==> src/hdl/rde_pkg.sv <==
package rde_pkg;

  localparam int NumberWidth = 32;
  localparam int RadixWidth  = 5;
  localparam int DigitWidth  = 4;
  localparam int CharWidth   = 7;

  localparam logic [RadixWidth-1:0] RadixMin = 5'd2;
  localparam logic [RadixWidth-1:0] RadixMax = 5'd16;

  localparam logic [CharWidth-1:0] CharZero    = 7'h30;
  localparam logic [CharWidth-1:0] CharLetterA = 7'h41;
  localparam logic [CharWidth-1:0] CharNone    = 7'h00;

  typedef enum logic [2:0] {
    ST_IDLE,
    ST_DIV,
    ST_ERR,
    ST_RD,
    ST_LD
  } rde_state_t;

  typedef struct packed {
    logic                  digit_valid;
    logic                  last_digit;
    logic [DigitWidth-1:0] digit;
  } rde_div_status_t;

  typedef struct packed {
    logic push;
    logic pop;
  } rde_stack_ctl_t;

  function automatic logic radix_bad(input logic [RadixWidth-1:0] radix);
    return (radix < RadixMin) || (radix > RadixMax);
  endfunction

  // Floor of log2 for a legal radix: each division shortens the value by this many bits.
  function automatic logic [2:0] radix_log2(input logic [RadixWidth-1:0] radix);
    logic [2:0] lg;
    if (radix[4]) begin
      lg = 3'd4;
    end else if (radix[3]) begin
      lg = 3'd3;
    end else if (radix[2]) begin
      lg = 3'd2;
    end else begin
      lg = 3'd1;
    end
    return lg;
  endfunction

  function automatic logic [CharWidth-1:0] digit_char(input logic [DigitWidth-1:0] d);
    logic [CharWidth-1:0] c;
    if (d < 4'd10) begin
      c = CharZero + CharWidth'(d);
    end else begin
      c = CharLetterA + CharWidth'(d - 4'd10);
    end
    return c;
  endfunction

endpackage

==> src/hdl/rde_in_if.sv <==
interface rde_in_if;
  import rde_pkg::*;

  logic                   valid;
  logic                   ready;
  logic [NumberWidth-1:0] number;
  logic [RadixWidth-1:0]  radix;

  modport source (output valid, output number, output radix, input ready);
  modport sink   (input valid, input number, input radix, output ready);
endinterface

==> src/hdl/rde_out_if.sv <==
interface rde_out_if;
  import rde_pkg::*;

  logic                 valid;
  logic                 ready;
  logic [CharWidth-1:0] char_code;
  logic                 bad_radix;
  logic                 last;

  modport source (output valid, output char_code, output bad_radix, output last, input ready);
  modport sink   (input valid, input char_code, input bad_radix, input last, output ready);
endinterface

==> src/hdl/rde_divider.sv <==
module rde_divider
  import rde_pkg::*;
#(
  parameter int VALUE_WIDTH = 32,
  parameter int START_LEN   = 32
) (
  input  logic                   clk,
  input  logic                   rst,
  input  logic                   start,
  input  logic [VALUE_WIDTH-1:0] start_value,
  input  logic [RadixWidth-1:0]  radix,
  output rde_div_status_t        status
);

  localparam int CW = $clog2(VALUE_WIDTH);
  localparam int LW = $clog2(VALUE_WIDTH + 1);

  logic                   busy;
  logic [VALUE_WIDTH-1:0] val;
  logic [DigitWidth-1:0]  rem;
  logic [RadixWidth-1:0]  radix_q;
  logic [CW-1:0]          cnt;
  logic [LW-1:0]          len;

  logic [RadixWidth-1:0]  trial;
  logic                   take;
  logic [RadixWidth-1:0]  rem_step;
  logic [VALUE_WIDTH-1:0] val_step;
  logic [LW-1:0]          len_next;
  logic [LW-1:0]          cnt_wide;
  logic                   pass_end;
  logic                   quot_zero;

  // One restoring step per cycle; the quotient bit replaces the dividend bit in place.
  always_comb begin
    trial     = {rem, val[cnt]};
    take      = (trial >= radix_q);
    rem_step  = take ? (trial - radix_q) : trial;
    val_step  = val;
    val_step[cnt] = take;
    len_next  = len - LW'(radix_log2(radix_q));
    cnt_wide  = len_next - LW'(1);
    pass_end  = busy && (cnt == '0);
    quot_zero = (val_step == '0);

    status.digit_valid = pass_end;
    status.last_digit  = pass_end && quot_zero;
    status.digit       = rem_step[DigitWidth-1:0];
  end

  always_ff @(posedge clk) begin
    if (rst) begin
      busy <= 1'b0;
    end else if (start) begin
      busy <= 1'b1;
    end else if (pass_end && quot_zero) begin
      busy <= 1'b0;
    end
  end

  always_ff @(posedge clk) begin
    if (start) begin
      val     <= start_value;
      rem     <= '0;
      radix_q <= radix;
      len     <= LW'(START_LEN);
      cnt     <= CW'(START_LEN - 1);
    end else if (busy) begin
      val <= val_step;
      if (cnt == '0) begin
        rem <= '0;
        len <= len_next;
        cnt <= cnt_wide[CW-1:0];
      end else begin
        rem <= rem_step[DigitWidth-1:0];
        cnt <= cnt - CW'(1);
      end
    end
  end

endmodule

==> src/hdl/rde_stack.sv <==
module rde_stack
  import rde_pkg::*;
#(
  parameter int VALUE_WIDTH = 32
) (
  input  logic                  clk,
  input  logic                  rst,
  input  rde_stack_ctl_t        ctl,
  input  logic [DigitWidth-1:0] push_data,
  output logic [DigitWidth-1:0] rd_data,
  output logic                  empty
);

  localparam int AW = $clog2(VALUE_WIDTH);
  localparam int LW = $clog2(VALUE_WIDTH + 1);

  logic [DigitWidth-1:0] mem [VALUE_WIDTH];
  logic [LW-1:0]         sp;
  logic [LW-1:0]         sp_dec;

  assign sp_dec = sp - LW'(1);
  assign empty  = (sp == '0);

  always_ff @(posedge clk) begin
    if (rst) begin
      sp <= '0;
    end else if (ctl.push) begin
      sp <= sp + LW'(1);
    end else if (ctl.pop) begin
      sp <= sp_dec;
    end
  end

  always_ff @(posedge clk) begin
    if (ctl.push) begin
      mem[sp[AW-1:0]] <= push_data;
    end
    if (ctl.pop) begin
      rd_data <= mem[sp_dec[AW-1:0]];
    end
  end

endmodule

==> src/hdl/radix_digit_emitter_top.sv <==
// Converts an unsigned number to its digits in a radix from 2 to 16 and sends them out most
// significant first, one beat per digit, as upper-case ASCII characters, with last set on the
// final digit. A zero number gives the single digit '0'. A radix outside 2 to 16 gives one
// beat with bad_radix and last set and a char_code of zero. Only the low VALUE_WIDTH bits of
// number are converted. Digits are produced by a bit-serial restoring divider that handles
// one bit of the value per cycle, least significant digit first, and are parked in a small
// digit stack so they can be sent back out in reverse order. The first division pass covers
// min(VALUE_WIDTH, 32) bits; each following pass is shorter by floor(log2(radix)) bits.
// Each digit then goes through the stack read port: it is popped in ST_RD once the output
// register is free and loaded into it in ST_LD. One number is converted at a time; the
// next one is taken as soon as the last digit of the current one sits in the output
// register, even while that beat still waits to be taken.
module radix_digit_emitter_top
  import rde_pkg::*;
#(
  parameter int VALUE_WIDTH = 32
) (
  input  logic       clk,
  input  logic       rst,
  rde_in_if.sink     din,
  rde_out_if.source  dout
);

  // Only the bits that the input field actually carries take part in the first pass.
  localparam int LoadW = (VALUE_WIDTH < NumberWidth) ? VALUE_WIDTH : NumberWidth;

  rde_state_t       state;
  rde_state_t       state_next;
  rde_div_status_t  div_status;
  rde_stack_ctl_t   stk_ctl;
  logic             div_start;
  logic [DigitWidth-1:0] stk_rd;
  logic             stk_empty;
  logic             out_free;
  logic             load_err;
  logic             load_digit;

  logic                 out_valid;
  logic [CharWidth-1:0] out_char;
  logic                 out_bad;
  logic                 out_last;

  rde_divider #(
    .VALUE_WIDTH (VALUE_WIDTH),
    .START_LEN   (LoadW)
  ) u_divider (
    .clk         (clk),
    .rst         (rst),
    .start       (div_start),
    .start_value (VALUE_WIDTH'(din.number[LoadW-1:0])),
    .radix       (din.radix),
    .status      (div_status)
  );

  rde_stack #(
    .VALUE_WIDTH (VALUE_WIDTH)
  ) u_stack (
    .clk       (clk),
    .rst       (rst),
    .ctl       (stk_ctl),
    .push_data (div_status.digit),
    .rd_data   (stk_rd),
    .empty     (stk_empty)
  );

  // The output register is free when it is empty or its beat leaves this cycle.
  assign out_free = !out_valid || dout.ready;

  assign din.ready      = (state == ST_IDLE);
  assign dout.valid     = out_valid;
  assign dout.char_code = out_char;
  assign dout.bad_radix = out_bad;
  assign dout.last      = out_last;

  always_ff @(posedge clk) begin
    if (rst) begin
      state <= ST_IDLE;
    end else begin
      state <= state_next;
    end
  end

  always_comb begin
    state_next   = state;
    div_start    = 1'b0;
    stk_ctl.push = div_status.digit_valid;
    stk_ctl.pop  = 1'b0;
    load_err     = 1'b0;
    load_digit   = 1'b0;
    case (state)
      ST_IDLE: begin
        if (din.valid) begin
          if (radix_bad(din.radix)) begin
            state_next = ST_ERR;
          end else begin
            div_start  = 1'b1;
            state_next = ST_DIV;
          end
        end
      end
      ST_ERR: begin
        if (out_free) begin
          load_err   = 1'b1;
          state_next = ST_IDLE;
        end
      end
      ST_DIV: begin
        // Digits are pushed as each pass ends; the pass whose quotient is zero is the last.
        if (div_status.last_digit) begin
          state_next = ST_RD;
        end
      end
      ST_RD: begin
        if (out_free) begin
          stk_ctl.pop = 1'b1;
          state_next  = ST_LD;
        end
      end
      ST_LD: begin
        // The stack read data is valid now; an empty stack means this is the bottom, least significant digit.
        load_digit = 1'b1;
        state_next = stk_empty ? ST_IDLE : ST_RD;
      end
      default: begin
        state_next = ST_IDLE;
      end
    endcase
  end

  always_ff @(posedge clk) begin
    if (rst) begin
      out_valid <= 1'b0;
    end else if (load_err || load_digit) begin
      out_valid <= 1'b1;
    end else if (dout.ready) begin
      out_valid <= 1'b0;
    end
  end

  always_ff @(posedge clk) begin
    if (load_err) begin
      out_char <= CharNone;
      out_bad  <= 1'b1;
      out_last <= 1'b1;
    end else if (load_digit) begin
      out_char <= digit_char(stk_rd);
      out_bad  <= 1'b0;
      out_last <= stk_empty;
    end
  end

endmodule

==> src/flat_wrapper.sv <==
// flat-port wrapper written by rule: the top's interface ports become plain ports
module radix_digit_emitter_top_flat import rde_pkg::*;
#(
  parameter int VALUE_WIDTH = 32
)
  (clk, rst, din_valid, din_number, din_radix, din_ready, dout_valid, dout_char_code, dout_bad_radix, dout_last, dout_ready);
  rde_in_if din_i ();
  rde_out_if dout_i ();
  input  logic clk;
  input  logic rst;
  input wire logic [$bits(din_i.valid)-1:0] din_valid;
  input wire logic [$bits(din_i.number)-1:0] din_number;
  input wire logic [$bits(din_i.radix)-1:0] din_radix;
  output wire logic [$bits(din_i.ready)-1:0] din_ready;
  output wire logic [$bits(dout_i.valid)-1:0] dout_valid;
  output wire logic [$bits(dout_i.char_code)-1:0] dout_char_code;
  output wire logic [$bits(dout_i.bad_radix)-1:0] dout_bad_radix;
  output wire logic [$bits(dout_i.last)-1:0] dout_last;
  input wire logic [$bits(dout_i.ready)-1:0] dout_ready;
  assign din_i.valid = din_valid;
  assign din_i.number = din_number;
  assign din_i.radix = din_radix;
  assign din_ready = din_i.ready;
  assign dout_valid = dout_i.valid;
  assign dout_char_code = dout_i.char_code;
  assign dout_bad_radix = dout_i.bad_radix;
  assign dout_last = dout_i.last;
  assign dout_i.ready = dout_ready;
  radix_digit_emitter_top #(.VALUE_WIDTH(VALUE_WIDTH)) u_core (.clk(clk), .rst(rst), .din(din_i), .dout(dout_i));
endmodule
==> config.mk <==
export PLATFORM = sky130hd
export DESIGN_NAME = radix_digit_emitter_top_flat
export DESIGN_NICKNAME = d
export VERILOG_FILES = /design/src/hdl/rde_pkg.sv /design/src/hdl/rde_in_if.sv /design/src/hdl/rde_out_if.sv /design/src/hdl/rde_divider.sv /design/src/hdl/rde_stack.sv /design/src/hdl/radix_digit_emitter_top.sv /design/src/flat_wrapper.sv
export SDC_FILE = /design/constraint.sdc
export NUM_CORES = 1
export LEC_CHECK = 0
export ABC_AREA = 0
export BUFFER_PORTS_ARGS = -buffer_cell sky130_fd_sc_hd__buf_2
export CAP_MARGIN = 20
export CORE_MARGIN = 4
export CORE_UTILIZATION = 35
export DETAILED_ROUTE_END_ITERATION = 12
export SKIP_CTS_REPAIR_TIMING = 1
export SYNTH_ARGS = -nofsm -noshare
export SYNTH_HDL_FRONTEND = slang
export SYNTH_SLANG_ARGS = --single-unit
==> constraint.sdc <==
create_clock -name clk -period 5.1 [get_ports clk]
set_input_delay 1.02 -clock clk [delete_from_list [all_inputs] [get_ports clk]]
set_output_delay 1.02 -clock clk [all_outputs]
set_load 0.01 [all_outputs]
==> impl_metrics.toml <==
[outcome]
status = "complete, no violations"

[power]
power_density_nw_per_um2 = 488
intPower_w = 0.00389
total_power_w = 0.00560
power.leakage_nw = 3.83
swShare = 0.305
p_switching_w = 0.00171
vdd_drop_max_v = 0.000263
combPwrFrac = 0.251
p_seq_frac = 0.433
clkPwrFrac = 0.315

[sta]
fin_skew_ns = 0.0168
rsz0062_at_grt = "no"
setup_viol = 0
report.final.slew_viol_count = 0
finalHoldViolations = 0
setup_tns_ns = 0
tightest_slew_ns = 0.951
max_freq_ghz = 0.215
fin_crit_sh = 0.911
setup_ws_ns = 0.454
period_needed_ns = 4.65
slew_headroom = 0.365

[routing]
wl_per_cell_um = 18.1
route.antenna.remaining_nets = 0
drc = 0
via_per_inst = 5.18
drt_wl_total_um = 22100
drtIter0Drc = 558
drt_first_pass_iters = 6
num_vias = 6304

[logic_synthesis]
synthMuxAreaShare = 0.159
async_flop_share = 0
synth_edf_count = 169
synth_seq_cells = 203
synthSimpleGateAreaFrac = 0.115
syn_area_per_cell_um2 = 12.8
synthCells = 783
yosysSeqAreaShare = 0.575
synth_top_family_by_area = "multiplexers"
synth-xor-area-share = 0.0192
yosysWarnings = 0
netlist_area_um2 = 10000
synth_cell_types = 63
syn-num-nets = 843
synth_fa_ha_area_frac = 0.0252
synth_compound_area_frac = 0.0752
yosys_most_used_dff = "edfxtp_1"

[die]
start_util = 0.358
die_w_um = 177
dieArea_um2 = 31400
chipHeight_um = 177
core-area_um2 = 28000
num_io_pins = 52
placementRows = 61

[placement]
place_area_um2 = 10600
place_ws_ns = 0.475
io_buffers = 51
dp_hpwl_um = 15200
dpl.cell_count = 1178
gp_congestion = 0.860

[setup_path]
critPathTopFamily = "multiplexers"
start_kind = "register"
cp_common_cell = "a211oi_1"
path_cells = "mux4_1 -> mux4_2 -> mux2i_4 -> ha_1 -> nand2b_1 -> a211oi_1 -> o21ai_4 -> nor4_1 -> nor3_1 -> nor4_2 -> a211oi_1"
cp.arrival_ns = 5.02
cp_max_fo = 28
criticalPathCategory = "register to register"
cp.required_ns = 5.48
cpMaxStageDelayCell = "dfxtp_1"
endpoint_kind = "register"
critPathBufInv = 0
cp_slowest_stage_delay_ns = 0.95

[global_route]
grt_pass1_vias = 6415
antenna_found_initial = 0
grt_max_degree = 55
grt_use_total = 0.141
grt_overflow = 0
grt_pass1_wl_um = 35700

[run]
maxCapViolations = 0

[finish]
final_area_um2 = 11500
layout.nets = 884
drive_above_1_share = 0.204
antenna_cells = 0
fillCellCount = 2625
stdcell_count = 1218
multi_input_area_um2 = 3960
syn2layout_area_growth_pct = 14.4
regArea_um2 = 5760

[cts]
numCtsBuffers = 22
cts_tree = "built"
cts_root_buffer = "clkbuf_16"
clk_pin_slew_worst_paths_ns = 0.07
clock-sinks = 203
clk_latency_ns = 0.52
clk_path_buf_depth = 3
htree_levels = 1

[min_path]
hp-class = "register to register"
[power by group through the flow]
| stage | sequential [W] | combinational, W | clock, W |
|---|---|---|---|
| finish | 0.00243 | 0.00141 | 0.00177 |
| detailed placement | 0.00246 | 0.00143 | 0 |
| global placement | 0.00246 | 0.00140 | 0 |
| CTS | 0.00242 | 0.00143 | 0.00180 |
| floorplan | 0.00238 | 0.00102 | 0 |
| global route | 0.00245 | 0.00157 | 0.00188 |
[layout make-up]
type                            instances  area share
Timing Repair Buffer                   67      0.0325
Clock inverter                         18      0.0230
Sequential cell                       203       0.503
Clock buffer                           22      0.0481
Inverter                               20     0.00655
Multi-Input combinational cell        510       0.346
Tap cell                              378      0.0413
[registers in the layout (all words and copies together), names as in the netlist]
name	cells
u_core.u_divider.cnt	5
u_core.u_divider.len	5
u_core.u_divider.radix_q	5
u_core.u_divider.rem	4
u_core.dout.last	1
u_core.dout.bad_radix	1
u_core.u_divider.val	32
u_core.u_stack.rd_data	4
u_core.u_divider.busy	1
u_core.u_stack.mem	128
u_core.u_stack.sp	6
u_core.state	3
u_core.dout.valid	1
u_core.dout.char_code	7
[metrics by stage]
step           hold WS (ns)  utilization
5_1_grt               0.478        0.409
2_1_floorplan         0.440            -
4_1_cts               0.459        0.409
6_report              0.453        0.409
3_5_place_dp          0.450        0.380
3_3_place_gp          0.448        0.380
[tightest hold or removal path, delay by kind of cell, from the launching register on]
family          cells  cell delay [ns]
simple gates        1             0.05
flops               1             0.31
compound gates      1             0.06
[routing by layer]
metal  global-route usage  vias up  wire length, µm
met5                    0        -                0
met4               0.0319        0              397
met3               0.0205       30              970
met2                0.227      138            10500
met1                0.205     3115            10300
li1                     -     3021                -
[logic make-up after synthesis]
kind of cell,Yosys count
xor+xnor,22
flops,203
buf+inv,70
compound gates,123
fa+ha+maj,19
simple gates,253
mux,93
[cell usage in the layout (no fill, tap or decap), drive strengths merged, types with 18 or more instances in the layout]
master and instances:
nand2 75, edfxtp 169, buf 67, clkbuf 22
mux2i 38, mux4 50, dfxtp 34, nor3 18
inv 20, nor2 98, o21ai 57, a21oi 18
[Yosys cell counts (18+ instances only)]
cell type	instances	area (µm²)
nand2_1	74	278
clkbuf_1	24	90.1
edfxtp_1	169	5070
nor2_1	98	368
a21oi_1	18	90.1
inv_1	20	75.1
dfxtp_1	34	681
o21ai_0	57	285
mux4_2	46	1040
mux2i_1	37	370
[final timing paths]
check | from | to | slack [ns] | depth (start not counted)
worst max-delay path | u_core.u_divider.cnt[0] | u_core.u_divider.busy | 0.45 | 11
worst min-delay path | u_core.dout.char_code[6] | u_core.dout.char_code[6] | 0.45 | 2
worst max register to register | u_core.u_divider.cnt[0] | u_core.u_divider.busy | 0.45 | 11
worst min register to register | u_core.dout.char_code[6] | u_core.dout.char_code[6] | 0.45 | 2
No activity file was read; power rests on OpenSTA's default activity.
